--- src/tcpop_pkg.sv ---
// Shared types and constants of the TCP option parser.
// No dependencies; every other file of the block but tcpop_if.sv imports this package.
package tcpop_pkg;

   localparam int MAX_AREA_BYTES_DEF  = 40;
   localparam int MAX_SACK_BLOCKS_DEF = 4;
   localparam int RSP_QUEUE_DEPTH     = 4;

   localparam logic [7:0] KIND_EOL    = 8'd0;
   localparam logic [7:0] KIND_NOP    = 8'd1;
   localparam logic [7:0] KIND_MSS    = 8'd2;
   localparam logic [7:0] KIND_WSCALE = 8'd3;
   localparam logic [7:0] KIND_SACKOK = 8'd4;
   localparam logic [7:0] KIND_SACK   = 8'd5;
   localparam logic [7:0] KIND_TSTAMP = 8'd8;
   localparam logic [7:0] KIND_AUTH   = 8'd29;

   localparam logic [7:0] LEN_MSS    = 8'd4;
   localparam logic [7:0] LEN_WSCALE = 8'd3;
   localparam logic [7:0] LEN_SACKOK = 8'd2;
   localparam logic [7:0] LEN_TSTAMP = 8'd10;
   localparam logic [7:0] LEN_MIN    = 8'd2;

   typedef enum logic [1:0] {
      PH_KIND = 2'd0,
      PH_LEN  = 2'd1,
      PH_BODY = 2'd2,
      PH_STOP = 2'd3
   } phase_type;

   typedef enum logic [2:0] {
      RK_MSS     = 3'd0,
      RK_WSCALE  = 3'd1,
      RK_SACKOK  = 3'd2,
      RK_SACKBLK = 3'd3,
      RK_TSTAMP  = 3'd4,
      RK_AUTH    = 3'd5,
      RK_DONE    = 3'd6
   } rkind_type;

   typedef enum logic [1:0] {
      STOP_NONE      = 2'd0,
      STOP_EXHAUSTED = 2'd1,
      STOP_EOL       = 2'd2,
      STOP_MALFORMED = 2'd3
   } stop_type;

   typedef struct packed {
      rkind_type   kind;
      logic [31:0] value_a;
      logic [31:0] value_b;
      stop_type    reason;
      logic        last;
   } result_type;

   // Up to two result words per byte; word0 always fills first.
   typedef struct packed {
      logic [1:0] count;
      result_type word0;
      result_type word1;
   } push_type;

endpackage

--- src/tcpop_if.sv ---
// Handshake channels of the TCP option parser: byte request and result word.
// No dependencies.
interface tcpop_req_if;
   logic       valid;
   logic       ready;
   logic [7:0] option_byte;
   logic       first;
   logic [5:0] area_length;

   modport source (output valid, option_byte, first, area_length, input ready);
   modport sink   (input valid, option_byte, first, area_length, output ready);
endinterface

interface tcpop_rsp_if;
   logic        valid;
   logic        ready;
   logic [2:0]  result_kind;
   logic [31:0] value_a;
   logic [31:0] value_b;
   logic [1:0]  stop_reason;
   logic        last;

   modport source (output valid, result_kind, value_a, value_b, stop_reason, last,
                   input ready);
   modport sink   (input valid, result_kind, value_a, value_b, stop_reason, last,
                   output ready);
endinterface

--- src/tcpop_parse.sv ---
// Option walk: per-segment parse state, one byte per accepted word.
// Produces up to two result words per byte. Depends on tcpop_pkg.
module tcpop_parse #(
   parameter int MAX_AREA_BYTES  = tcpop_pkg::MAX_AREA_BYTES_DEF,
   parameter int MAX_SACK_BLOCKS = tcpop_pkg::MAX_SACK_BLOCKS_DEF
) (
   input  logic               clock,
   input  logic               reset,
   input  logic               accept,
   input  logic [7:0]         option_byte,
   input  logic               first,
   input  logic [5:0]         area_length,
   output tcpop_pkg::push_type push
);
   import tcpop_pkg::*;

   localparam logic [5:0] AREA_MAX = 6'(MAX_AREA_BYTES);
   localparam logic [2:0] SACK_MAX = 3'(MAX_SACK_BLOCKS);

   typedef struct packed {
      logic       hit;
      result_type word;
   } opt_type;

   logic [5:0]  pos_ff, pos_in, pos_e;
   phase_type   phase_ff, phase_in, phase_e;
   logic [7:0]  kind_ff, kind_in, kind_e;
   logic [7:0]  len_ff, len_in, len_e;
   logic [5:0]  off_ff, off_in, off_e;
   logic [31:0] acc_a_ff, acc_a_in, acc_a_e;
   logic [31:0] acc_b_ff, acc_b_in, acc_b_e;
   logic [2:0]  blk_ff, blk_in, blk_e;
   stop_type    stop_ff, stop_in, stop_e;

   logic [5:0]  area_c;
   logic [5:0]  rel;
   opt_type     opt;
   logic        done;
   result_type  done_word;

   function automatic opt_type finish(input logic [7:0] k, input logic [7:0] l,
                                      input logic [31:0] a, input logic [31:0] b);
      opt_type r;
      r = '0;
      r.word.reason = STOP_NONE;
      if (k == KIND_MSS && l == LEN_MSS) begin
         r.hit = 1'b1;
         r.word.kind = RK_MSS;
         r.word.value_a = {16'd0, a[15:0]};
      end else if (k == KIND_WSCALE && l == LEN_WSCALE) begin
         r.hit = 1'b1;
         r.word.kind = RK_WSCALE;
         r.word.value_a = {24'd0, a[7:0]};
      end else if (k == KIND_SACKOK && l == LEN_SACKOK) begin
         r.hit = 1'b1;
         r.word.kind = RK_SACKOK;
      end else if (k == KIND_TSTAMP && l == LEN_TSTAMP) begin
         r.hit = 1'b1;
         r.word.kind = RK_TSTAMP;
         r.word.value_a = a;
         r.word.value_b = b;
      end else if (k == KIND_AUTH) begin
         r.hit = 1'b1;
         r.word.kind = RK_AUTH;
      end
      return r;
   endfunction

   always_comb begin
      area_c = (area_length > AREA_MAX) ? AREA_MAX : area_length;

      if (first) begin
         pos_e   = '0;
         phase_e = PH_KIND;
         kind_e  = '0;
         len_e   = '0;
         off_e   = '0;
         acc_a_e = '0;
         acc_b_e = '0;
         blk_e   = '0;
         stop_e  = STOP_NONE;
      end else begin
         pos_e   = pos_ff;
         phase_e = phase_ff;
         kind_e  = kind_ff;
         len_e   = len_ff;
         off_e   = off_ff;
         acc_a_e = acc_a_ff;
         acc_b_e = acc_b_ff;
         blk_e   = blk_ff;
         stop_e  = stop_ff;
      end

      pos_in   = pos_e;
      phase_in = phase_e;
      kind_in  = kind_e;
      len_in   = len_e;
      off_in   = off_e;
      acc_a_in = acc_a_e;
      acc_b_in = acc_b_e;
      blk_in   = blk_e;
      stop_in  = stop_e;
      opt      = '0;
      done     = 1'b0;
      rel      = off_e - 6'd2;

      if (pos_e < area_c) begin
         case (phase_e)
            PH_KIND: begin
               if (option_byte == KIND_EOL) begin
                  stop_in  = STOP_EOL;
                  phase_in = PH_STOP;
               end else if (option_byte != KIND_NOP) begin
                  kind_in = option_byte;
                  if ({1'b0, pos_e} + 7'd1 >= {1'b0, area_c}) begin
                     stop_in  = STOP_MALFORMED;
                     phase_in = PH_STOP;
                  end else begin
                     phase_in = PH_LEN;
                  end
               end
            end
            PH_LEN: begin
               if (option_byte < LEN_MIN ||
                   {3'd0, pos_e} + {1'b0, option_byte} > {3'd0, area_c} + 9'd1) begin
                  stop_in  = STOP_MALFORMED;
                  phase_in = PH_STOP;
               end else begin
                  len_in   = option_byte;
                  acc_a_in = '0;
                  acc_b_in = '0;
                  blk_in   = '0;
                  off_in   = 6'd2;
                  if (option_byte == LEN_MIN) begin
                     opt      = finish(kind_e, option_byte, 32'd0, 32'd0);
                     phase_in = PH_KIND;
                  end else begin
                     phase_in = PH_BODY;
                  end
               end
            end
            PH_BODY: begin
               if (kind_e == KIND_SACK) begin
                  if (!rel[2]) acc_a_in = {acc_a_e[23:0], option_byte};
                  else         acc_b_in = {acc_b_e[23:0], option_byte};
                  if (rel[2:0] == 3'd7 && blk_e < SACK_MAX) begin
                     opt.hit          = 1'b1;
                     opt.word.kind    = RK_SACKBLK;
                     opt.word.value_a = acc_a_in;
                     opt.word.value_b = acc_b_in;
                     opt.word.reason  = STOP_NONE;
                     opt.word.last    = 1'b0;
                     blk_in           = blk_e + 3'd1;
                  end
               end else if (rel < 6'd4) begin
                  acc_a_in = {acc_a_e[23:0], option_byte};
               end else begin
                  acc_b_in = {acc_b_e[23:0], option_byte};
               end
               if ({2'd0, off_e} + 8'd1 >= len_e) begin
                  phase_in = PH_KIND;
                  if (kind_e != KIND_SACK) opt = finish(kind_e, len_e, acc_a_in, acc_b_in);
               end else begin
                  off_in = off_e + 6'd1;
               end
            end
            default: begin
            end
         endcase
         done   = ({1'b0, pos_e} + 7'd1 == {1'b0, area_c});
         pos_in = pos_e + 6'd1;
      end

      done_word         = '0;
      done_word.kind    = RK_DONE;
      done_word.reason  = (stop_in != STOP_NONE) ? stop_in : STOP_EXHAUSTED;
      done_word.last    = 1'b1;

      push = '0;
      if (accept) begin
         push.count = {1'b0, opt.hit} + {1'b0, done};
         push.word0 = opt.hit ? opt.word : done_word;
         push.word1 = done_word;
      end
   end

   always_ff @(posedge clock) begin
      if (reset) begin
         pos_ff   <= '0;
         phase_ff <= PH_KIND;
         kind_ff  <= '0;
         len_ff   <= '0;
         off_ff   <= '0;
         acc_a_ff <= '0;
         acc_b_ff <= '0;
         blk_ff   <= '0;
         stop_ff  <= STOP_NONE;
      end else if (accept) begin
         pos_ff   <= pos_in;
         phase_ff <= phase_in;
         kind_ff  <= kind_in;
         len_ff   <= len_in;
         off_ff   <= off_in;
         acc_a_ff <= acc_a_in;
         acc_b_ff <= acc_b_in;
         blk_ff   <= blk_in;
         stop_ff  <= stop_in;
      end
   end

   a_two_words_end_in_done: assert property (@(posedge clock) disable iff (reset)
      push.count == 2'd2 |-> (push.word1.last && !push.word0.last))
      else $error("second word of a byte is not the done word");

   a_done_has_reason: assert property (@(posedge clock) disable iff (reset)
      (push.count != 2'd0 && push.word0.last) |-> push.word0.reason != STOP_NONE)
      else $error("done word without stop reason");

   a_stop_phase_coded: assert property (@(posedge clock) disable iff (reset)
      phase_ff == PH_STOP |-> stop_ff != STOP_NONE)
      else $error("stopped walk without stop code");

   a_sack_limit: assert property (@(posedge clock) disable iff (reset)
      blk_ff <= SACK_MAX)
      else $error("SACK block count beyond limit");

endmodule

--- src/tcpop_fifo.sv ---
// Result queue: takes up to two words per cycle while room2 is high, gives one per cycle on each pop.
// Depends on tcpop_pkg.
module tcpop_fifo #(
   parameter int DEPTH = tcpop_pkg::RSP_QUEUE_DEPTH
) (
   input  logic                 clock,
   input  logic                 reset,
   input  tcpop_pkg::push_type  push,
   input  logic                 pop,
   output logic                 room2,
   output logic                 out_valid,
   output tcpop_pkg::result_type out_word
);
   import tcpop_pkg::*;

   localparam int PW = (DEPTH > 1) ? $clog2(DEPTH) : 1;
   localparam int CW = $clog2(DEPTH + 1);

   result_type        entries_ff [DEPTH];
   logic [PW-1:0]     wr_ff, wr_in, wr_1, wr_2;
   logic [PW-1:0]     rd_ff, rd_in;
   logic [CW-1:0]     count_ff, count_in;

   function automatic logic [PW-1:0] inc(input logic [PW-1:0] p);
      logic [PW-1:0] r;
      r = (p == PW'(DEPTH - 1)) ? '0 : p + PW'(1);
      return r;
   endfunction

   always_comb begin
      wr_1     = inc(wr_ff);
      wr_2     = inc(wr_1);
      wr_in    = (push.count == 2'd2) ? wr_2 : (push.count == 2'd1) ? wr_1 : wr_ff;
      rd_in    = pop ? inc(rd_ff) : rd_ff;
      count_in = count_ff + CW'(push.count) - CW'(pop);
   end

   assign room2     = (count_ff <= CW'(DEPTH - 2));
   assign out_valid = (count_ff != '0);
   assign out_word  = entries_ff[rd_ff];

   always_ff @(posedge clock) begin
      if (push.count != 2'd0) entries_ff[wr_ff] <= push.word0;
      if (push.count == 2'd2) entries_ff[wr_1]  <= push.word1;
   end

   always_ff @(posedge clock) begin
      if (reset) begin
         wr_ff    <= '0;
         rd_ff    <= '0;
         count_ff <= '0;
      end else begin
         wr_ff    <= wr_in;
         rd_ff    <= rd_in;
         count_ff <= count_in;
      end
   end

   a_no_overflow: assert property (@(posedge clock) disable iff (reset)
      count_ff <= CW'(DEPTH))
      else $error("result queue overflow");

   a_no_underflow: assert property (@(posedge clock) disable iff (reset)
      pop |-> count_ff != '0)
      else $error("pop from empty result queue");

   a_push_fits: assert property (@(posedge clock) disable iff (reset)
      push.count != 2'd0 |-> {1'b0, count_ff} + (CW + 1)'(push.count) <= (CW + 1)'(DEPTH))
      else $error("push without room");

endmodule

--- src/tcp_option_parser_top.sv ---
// TCP option parser, top level: request/result channels around the option
// walk and the result queue. Depends on tcpop_pkg, tcpop_if, tcpop_parse, tcpop_fifo.
//
// Usage:
//   req_if carries one byte of the TCP option area per word, with first set on
//   the opening byte of a segment and area_length (header length minus 20) on
//   every byte. rsp_if carries result words: MSS, window scale, SACK permitted,
//   SACK blocks up to MAX_SACK_BLOCKS, timestamps, auth option presence, and one
//   done word with last set and the stop reason on the final byte of the area.
//   Result words are registered in the queue before rsp_if offers them.
//   Throughput: one byte per cycle when ready. A byte can cause two words (an option
//   closing on the final byte plus done); a four-word queue absorbs these, and
//   req_if.ready drops only while the queue lacks room for two words.
//   Stall: when rsp_if.ready is low, words wait in the queue; input keeps
//   flowing until the queue holds three or more words.
//   Reset: synchronous, clears the parse state and empties the queue; words
//   not yet delivered are lost.
module tcp_option_parser_top #(
   parameter int MAX_AREA_BYTES  = tcpop_pkg::MAX_AREA_BYTES_DEF,
   parameter int MAX_SACK_BLOCKS = tcpop_pkg::MAX_SACK_BLOCKS_DEF
) (
   input logic         clock,
   input logic         reset,
   tcpop_req_if.sink   req_if,
   tcpop_rsp_if.source rsp_if
);
   import tcpop_pkg::*;

   push_type   push;
   logic       room2;
   logic       accept;
   logic       q_valid;
   result_type q_word;

   assign req_if.ready = room2;
   assign accept       = req_if.valid && room2;

   tcpop_parse #(
      .MAX_AREA_BYTES  (MAX_AREA_BYTES),
      .MAX_SACK_BLOCKS (MAX_SACK_BLOCKS)
   ) u_parse (
      .clock       (clock),
      .reset       (reset),
      .accept      (accept),
      .option_byte (req_if.option_byte),
      .first       (req_if.first),
      .area_length (req_if.area_length),
      .push        (push)
   );

   tcpop_fifo #(
      .DEPTH (RSP_QUEUE_DEPTH)
   ) u_fifo (
      .clock     (clock),
      .reset     (reset),
      .push      (push),
      .pop       (q_valid && rsp_if.ready),
      .room2     (room2),
      .out_valid (q_valid),
      .out_word  (q_word)
   );

   assign rsp_if.valid       = q_valid;
   assign rsp_if.result_kind = q_word.kind;
   assign rsp_if.value_a     = q_word.value_a;
   assign rsp_if.value_b     = q_word.value_b;
   assign rsp_if.stop_reason = q_word.reason;
   assign rsp_if.last        = q_word.last;

endmodule

--- src/flat_wrapper.sv ---
// flat-port wrapper written by rule: the top's interface ports become plain ports
module tcp_option_parser_top_flat import tcpop_pkg::*;
#(
   parameter int MAX_AREA_BYTES  = tcpop_pkg::MAX_AREA_BYTES_DEF,
   parameter int MAX_SACK_BLOCKS = tcpop_pkg::MAX_SACK_BLOCKS_DEF
)
  (clock, reset, req_if_valid, req_if_option_byte, req_if_first, req_if_area_length, req_if_ready, rsp_if_valid, rsp_if_result_kind, rsp_if_value_a, rsp_if_value_b, rsp_if_stop_reason, rsp_if_last, rsp_if_ready);
  tcpop_req_if req_if_i ();
  tcpop_rsp_if rsp_if_i ();
  input logic clock;
  input logic reset;
  input wire logic [$bits(req_if_i.valid)-1:0] req_if_valid;
  input wire logic [$bits(req_if_i.option_byte)-1:0] req_if_option_byte;
  input wire logic [$bits(req_if_i.first)-1:0] req_if_first;
  input wire logic [$bits(req_if_i.area_length)-1:0] req_if_area_length;
  output wire logic [$bits(req_if_i.ready)-1:0] req_if_ready;
  output wire logic [$bits(rsp_if_i.valid)-1:0] rsp_if_valid;
  output wire logic [$bits(rsp_if_i.result_kind)-1:0] rsp_if_result_kind;
  output wire logic [$bits(rsp_if_i.value_a)-1:0] rsp_if_value_a;
  output wire logic [$bits(rsp_if_i.value_b)-1:0] rsp_if_value_b;
  output wire logic [$bits(rsp_if_i.stop_reason)-1:0] rsp_if_stop_reason;
  output wire logic [$bits(rsp_if_i.last)-1:0] rsp_if_last;
  input wire logic [$bits(rsp_if_i.ready)-1:0] rsp_if_ready;
  assign req_if_i.valid = req_if_valid;
  assign req_if_i.option_byte = req_if_option_byte;
  assign req_if_i.first = req_if_first;
  assign req_if_i.area_length = req_if_area_length;
  assign req_if_ready = req_if_i.ready;
  assign rsp_if_valid = rsp_if_i.valid;
  assign rsp_if_result_kind = rsp_if_i.result_kind;
  assign rsp_if_value_a = rsp_if_i.value_a;
  assign rsp_if_value_b = rsp_if_i.value_b;
  assign rsp_if_stop_reason = rsp_if_i.stop_reason;
  assign rsp_if_last = rsp_if_i.last;
  assign rsp_if_i.ready = rsp_if_ready;
  tcp_option_parser_top #(.MAX_AREA_BYTES(MAX_AREA_BYTES), .MAX_SACK_BLOCKS(MAX_SACK_BLOCKS)) u_core (.clock(clock), .reset(reset), .req_if(req_if_i), .rsp_if(rsp_if_i));
endmodule
--- config.mk ---
export PLATFORM = sky130hd
export DESIGN_NAME = tcp_option_parser_top_flat
export DESIGN_NICKNAME = d
export VERILOG_FILES = /design/src/tcpop_pkg.sv /design/src/tcpop_if.sv /design/src/tcpop_parse.sv /design/src/tcpop_fifo.sv /design/src/tcp_option_parser_top.sv /design/src/flat_wrapper.sv
export SDC_FILE = /design/constraint.sdc
export NUM_CORES = 1
export LEC_CHECK = 0
export BUFFER_PORTS_ARGS = -buffer_cell sky130_fd_sc_hd__buf_4
export CAP_MARGIN = 20
export CORE_MARGIN = 4
export CORE_UTILIZATION = 35
export CTS_CLUSTER_DIAMETER = 80
export DETAILED_ROUTE_END_ITERATION = 6
export HOLD_SLACK_MARGIN = 0.05
export PLACE_DENSITY = 0.48
export SYNTH_ARGS = -nofsm -noshare
export SYNTH_HDL_FRONTEND = slang
export SYNTH_HIERARCHICAL = 1
export SYNTH_SLANG_ARGS = --single-unit
--- constraint.sdc ---
create_clock -name clock -period 16.1 [get_ports clock]
set_clock_uncertainty 0.1 [all_clocks]
set_input_delay 3.22 -clock clock [delete_from_list [all_inputs] [get_ports clock]]
set_output_delay 3.22 -clock clock [all_outputs]
set_load 0.05 [all_outputs]
==> results_dict.tcl, run 1 <==
set metrics [dict create \
    ys_types 86 \
    fmax_mhz 105 \
    fin_setup_tns_ns 0 \
    wl_um 58000 \
    initial_core_util 0.356 \
    finalCriticalPeriod_ns 9.54 \
    seqPwrFrac 0.385 \
    status "completed" \
    crit_top_cell "inv_1" \
    endpoint_kind "flop" \
    pin_count 91 \
    slew_violations 0 \
    power.density_mw_per_mm2 119 \
    dieArea_mm2 0.0658 \
    final_area_mm2 0.0242 \
    grt_max_degree 65 \
    cpMaxStageDelayCell "buf_4" \
    critical_path_class "input pin to flop" \
    die_height_um 257 \
    pwr-share-clk 0.343 \
    antenna_found_initial 0 \
    ys_warn_count 6 \
    comb_power_share 0.272 \
    synth_seq_cells 388 \
    dieWidth_um 257 \
    h-tree-depth 2 \
    nets 1783 \
    crit_fanout 51 \
    area_growth_pct 11.7 \
    cts.sinks 388 \
    setup_viol 0 \
    timing.final.crit_share 0.592 \
    synthArstFlopShare 0 \
    port_buffers 90 \
    hold_viol_final 0 \
    fin_ws_ns 6.56 \
    nFillCells 5776 \
    synth-main-ff-cell "edfxtp_1" \
    tightestPinTransition_ns 1.06 \
    utilization 0.397 \
    core-area_mm2 0.0608 \
    drive_above_1_share 0.302 \
    critPathArrivalTime_ns 9.64 \
    postSynthCellCount 1649 \
    fp-row-count 90 \
    peakVddDrop_mv 0.0824 \
    track_usage 0.172 \
    post_cts_buffers 0 \
    overflow 0 \
    grt_pass1_vias 14100 \
    root_buffer "clkbuf_16" \
    syn_area_per_cell_um2 13.1 \
    clk_pin_slew_worst_paths_ns 0.06 \
    vias 13600 \
    cp_slowest_stage_delay_ns 0.77 \
    synth_edf_count 280 \
    cts_buffer_depth 3 \
    preCtsSetupSlack_ns 5.93 \
    power_leakage_uw 0.00924 \
    yosysSeqAreaShare 0.489 \
    drtIter0Drc 902 \
    dpl_cell_area_mm2 0.0227 \
    place_hpwl_um 35800 \
    p_int_uw 1900 \
    max_slew_margin 0.285 \
    cap_violations 0 \
    cts-resized-gates 0 \
    min_path_type "flop to flop" \
    cp-start-kind "input pin" \
    drt_first_pass_iters 5 \
    switchingPower_uw 981 \
    grt_pass1_wl_um 88100 \
    clkLatencyLatePin_ns 0.59 \
    netlist_area_mm2 0.0216 \
    cts_tree "built" \
    worst_ep_required_time_ns 16.20 \
    viasPerCell 5.39 \
    cts_hold_buf 0 \
    sw_frac_of_total 0.340 \
    wl_per_cell_um 22.9 \
    ant_nets 0 \
    drc_errors 0 \
    numCtsBuffers 47 \
    gp_congestion 0.841 \
    grt_setup_unrepaired "false" \
]
layer usage:
metal / track usage / vias to the layer above / part of all wire
met4: 0.0397 / 0 / 0.018
li1: - / 6431 / -
met2: 0.291 / 249 / 0.49
met1: 0.236 / 6901 / 0.46
met5: 0 / - / 0
met3: 0.0241 / 53 / 0.037
power groups by stage:
stage / Clock (µW) / Sequential, µW / Combinational [µW]
final: 990 / 1110 / 784
after global routing: 1070 / 1110 / 825
after CTS: 1030 / 1110 / 796
after detailed placement: 0 / 1130 / 793
after global placement: 0 / 1130 / 796
after floorplan: 0 / 1100 / 606
cell usage in the layout, fill, tap and decap left out, types with 14 or more instances in the layout:
cell	netlist	layout
mux4_1	56	56
nand3_1	18	18
nor3_1	16	15
conb_1	2	66
inv_1	44	44
clkbuf_16	0	47
a22oi_1	78	78
buf_4	77	115
nor2_1	119	119
mux2_2	278	278
a22o_1	50	50
ha_1	52	52
a22o_2	20	20
o21ai_0	33	29
nand2_1	55	55
clkinv_2	0	14
mux4_2	14	14
dfxtp_1	108	106
a21oi_1	36	36
edfxtp_1	280	280
nor2b_1	24	24
critical path, delay by kind of cell:
| family | cells | cell delay, ns |
|---|---|---|
| buffers and inverters | 7 | 1.75 |
| XOR/XNOR | 1 | 0.14 |
| AO/OA/AOI/OAI | 8 | 1.96 |
| adder cells (fa/ha/maj) | 4 | 1.27 |
| AND/OR/NAND/NOR | 5 | 1.20 |
cell type report:
cell class	count	area (µm²)	share of cell area
repair buffers	117	896	0.0371
inverters	45	169	0.00699
well taps	782	978	0.0405
flip-flops and latches	388	10600	0.438
clock inverters	30	203	0.00839
multi-input cells	1111	10100	0.418
clock buffers	57	1220	0.0507
diodes	1	2.50	0.000104
cells in the mapped netlist, types with 14 or more instances:
| master | count | area share |
|---|---|---|
| nor2b_1 | 24 | 0.0069 |
| clkbuf_1 | 28 | 0.0049 |
| a22o_1 | 50 | 0.020 |
| edfxtp_1 | 280 | 0.39 |
| nand3_1 | 18 | 0.0042 |
| o21ai_0 | 33 | 0.0076 |
| inv_1 | 44 | 0.0076 |
| nor3_1 | 16 | 0.0037 |
| a22oi_1 | 78 | 0.027 |
| mux4_2 | 14 | 0.015 |
| buf_4 | 77 | 0.027 |
| dfxtp_1 | 108 | 0.10 |
| nor2_1 | 119 | 0.021 |
| nand2_1 | 55 | 0.0095 |
| a21oi_1 | 36 | 0.0083 |
| a22o_2 | 20 | 0.0093 |
| mux2_2 | 278 | 0.14 |
| ha_1 | 52 | 0.030 |
| buf_2 | 44 | 0.010 |
| mux4_1 | 56 | 0.068 |
kinds of logic after synthesis:
group | after synthesis | synth area share
compound gates | 296 | 0.103
other cells | 2 | 0.000347
mux | 365 | 0.236
buf+inv | 214 | 0.0594
xor+xnor | 23 | 0.00932
fa+ha+maj | 56 | 0.0329
flops | 388 | 0.489
simple gates | 305 | 0.0699
through the flow:
stage,power [µW],instances,hold slack [ns]
2_1_floorplan,1710,1713,0.343
3_3_place_gp,1930,2441,0.354
3_5_place_dp,1930,2441,0.359
4_1_cts,2940,2528,0.377
5_1_grt,3000,2530,0.392
6_report,2880,2531,0.374
final timing paths:
check	startpoint	endpoint	slack, ns	depth (start not counted)
setup / recovery	req_if_first	u_core/u_fifo/entries_ff[3][38]	6.56	25
hold / removal	u_core/u_parse/acc_b_ff[30]	u_core/u_parse/acc_b_ff[30]	0.37	1
setup reg to reg	u_core/u_parse/pos_ff[0]	u_core/u_fifo/entries_ff[3][38]	8.93	25
hold reg to reg	u_core/u_parse/acc_b_ff[30]	u_core/u_parse/acc_b_ff[30]	0.37	1
state kept, by name (all words and copies together), names as in the netlist, named ones only:
register and cells:
u_core/u_parse/len_ff 8, u_core/u_parse/pos_ff 6, u_core/u_parse/kind_ff 8, u_core/u_fifo/entries_ff 280
u_core/u_parse/acc_a_ff 32, u_core/u_fifo/wr_ff 2, u_core/u_parse/blk_ff 3, u_core/u_fifo/count_ff 3
u_core/u_fifo/rd_ff 2, u_core/u_parse/stop_ff 2, u_core/u_parse/off_ff 6, u_core/u_parse/phase_ff 2
u_core/u_parse/acc_b_ff 32
Note: power is estimated with default switching activity, not from simulation.
==> run 2, diff against run 1 <==
==> constraint.sdc (replaced) <==
create_clock -name clock -period 9 [get_ports clock]
set_clock_uncertainty 0.1 [all_clocks]
set_input_delay 1.8 -clock clock [delete_from_list [all_inputs] [get_ports clock]]
set_output_delay 1.8 -clock clock [all_outputs]
set_load 0.05 [all_outputs]
==> results_dict.tcl, run 2 (synthesis gave the netlist of run 1 again) <==
set metrics [dict create \
    root_buffer "clkbuf_16" \
    peakVddDrop_mv 0.133 \
    drc_errors 0 \
    dieWidth_um 257 \
    timing.rr.start "u_core/u_parse/pos_ff[0]" \
    hold_viol_final 0 \
    min_from "u_core/u_parse/acc_b_ff[25]" \
    vias 13900 \
    dpl_cell_area_mm2 0.0229 \
    timing.final.crit_share 0.828 \
    cts_buffer_depth 3 \
    power.density_mw_per_mm2 215 \
    crit_fanout 16 \
    fp-row-count 90 \
    largestRegisters "u_core/u_fifo/entries_ff (280), u_core/u_parse/acc_a_ff (32), u_core/u_parse/acc_b_ff (32)" \
    area_growth_pct 13.0 \
    dieArea_mm2 0.0658 \
    nFillCells 5749 \
    min_to "u_core/u_parse/acc_b_ff[25]" \
    cts-resized-gates 0 \
    drive_above_1_share 0.302 \
    fin_hold_ws_ns 0.377 \
    pin_count 91 \
    numCtsBuffers 47 \
    grt_pass1_vias 14300 \
    min_path_type "flop to flop" \
    top_register "u_core/u_fifo/entries_ff" \
    nets 1787 \
    setup_viol 0 \
    track_usage 0.176 \
    grt_setup_unrepaired "false" \
    overflow 0 \
    clk_pin_slew_worst_paths_ns 0.06 \
    final_area_mm2 0.0244 \
    cp-start-kind "input pin" \
    preCtsSetupSlack_ns 0.937 \
    layout_common_cells "280 x edfxtp_1, 278 x mux2_2, 119 x nor2_1" \
    drtIter0Drc 915 \
    largest_register_ffs 280 \
    ant_nets 0 \
    fmax_mhz 134 \
    cts_hold_buf 0 \
    initial_core_util 0.356 \
    cts_tree "built" \
    hold_depth 1 \
    critical_path_class "input pin to flop" \
    antenna_cells 0 \
    cts.sinks 388 \
    r2r_end "u_core/u_fifo/entries_ff[1][57]" \
    endpoint_kind "flop" \
    status "completed" \
    finalCriticalPeriod_ns 7.45 \
    antenna_found_initial 0 \
    die_height_um 257 \
    post_cts_buffers 0 \
    cap_violations 0 \
    critPathArrivalTime_ns 7.61 \
    power_uw 5260 \
    h-tree-depth 2 \
    wl_um 59500 \
    slew_violations 0 \
    gp_congestion 0.819 \
    final_common_cell "edfxtp_1" \
    grt_pass1_wl_um 90700 \
    grt_max_degree 71 \
    place_hpwl_um 37200 \
    viasPerCell 5.49 \
    r2r_slack_ns 2.52 \
    clkLatencyLatePin_ns 0.59 \
    wl_per_cell_um 23.5 \
    port_buffers 90 \
    reg2reg_depth 25 \
    tightestPinTransition_ns 1.13 \
    power_leakage_uw 0.00933 \
    core-area_mm2 0.0608 \
    worst_ep_required_time_ns 9.16 \
    drt_first_pass_iters 5 \
    max_slew_margin 0.248 \
    fin_ws_ns 1.55 \
]
run 2: cell count changes in the layout (fill, tap and decap cells not counted), sizes merged:
cell,before,now
clkbuf,57,71
diode,1,0
bufinv,1,2
clkinv,24,8
clkinvlp,1,3
buf,117,121
run 2: power by group:
| group | internal [µW] | switching [µW] |
|---|---|---|
| clock | 1090 | 778 |
| sequential | 1930 | 42.6 |
| combinational | 477 | 948 |
run 2: final cells by class:
type                    instances  area, µm²  area share
inverters                      45        169     0.00691
clock inverters                17        180     0.00737
clock buffers                  71       1340      0.0547
well taps                     782        978      0.0400
multi-input cells            1111      10100       0.414
repair buffers                121       1090      0.0446
flip-flops and latches        388      10600       0.433
run 2: worst max path at each step:
stage                  from                         endpoint  slack, ns  depth (start not counted)
2_1_floorplan  req_if_first   u_core/u_fifo/entries_ff[0][0]      -0.20                         28
3_3_place_gp   req_if_first  u_core/u_fifo/entries_ff[1][58]       1.10                         26
3_5_place_dp   req_if_first  u_core/u_fifo/entries_ff[1][57]       0.94                         26
4_1_cts        req_if_first  u_core/u_fifo/entries_ff[1][57]       1.55                         26
5_1_grt        req_if_first  u_core/u_fifo/entries_ff[1][66]       1.18                         26
6_report       req_if_first  u_core/u_fifo/entries_ff[1][57]       1.55                         26
run 2: critical path, stage by stage:
cell and delay [ns]:
buf_4 0.14, nor2b_1 0.26, ha_1 0.23, inv_1 0.06, fa_1 0.40, inv_1 0.10
maj3_1 0.15, a21oi_1 0.09, o21bai_1 0.14, a21oi_1 0.10, xnor2_1 0.15, ha_1 0.27
a211oi_1 0.21, o21ai_0 0.12, nor3_1 0.40, o211ai_1 0.24, o221ai_1 0.45, nand2_1 0.21
inv_1 0.10, ha_1 0.22, and2_1 0.17, inv_1 0.08, ha_1 0.46, nand2_4 0.29
o21ai_4 0.35, buf_4 0.37
run 2: routing by layer:
layer | vias to the layer above | wire length, µm | GRT usage
li1 | 6467 | - | -
met1 | 7029 | 27100 | 0.243
met2 | 341 | 28700 | 0.296
met3 | 76 | 2560 | 0.0261
met4 | 0 | 1210 | 0.0417
met5 | - | 0 | 0
run 2: per-stage QoR:
| stage | cells | util | TNS (ns) |
|---|---|---|---|
| after CTS | 2534 | 0.401 | 0 |
| after floorplan | 1713 | - | -50.95 |
| final | 2535 | 0.402 | 0 |
| after global placement | 2446 | 0.377 | 0 |
| after detailed placement | 2446 | 0.377 | 0 |
| after global routing | 2535 | 0.402 | 0 |
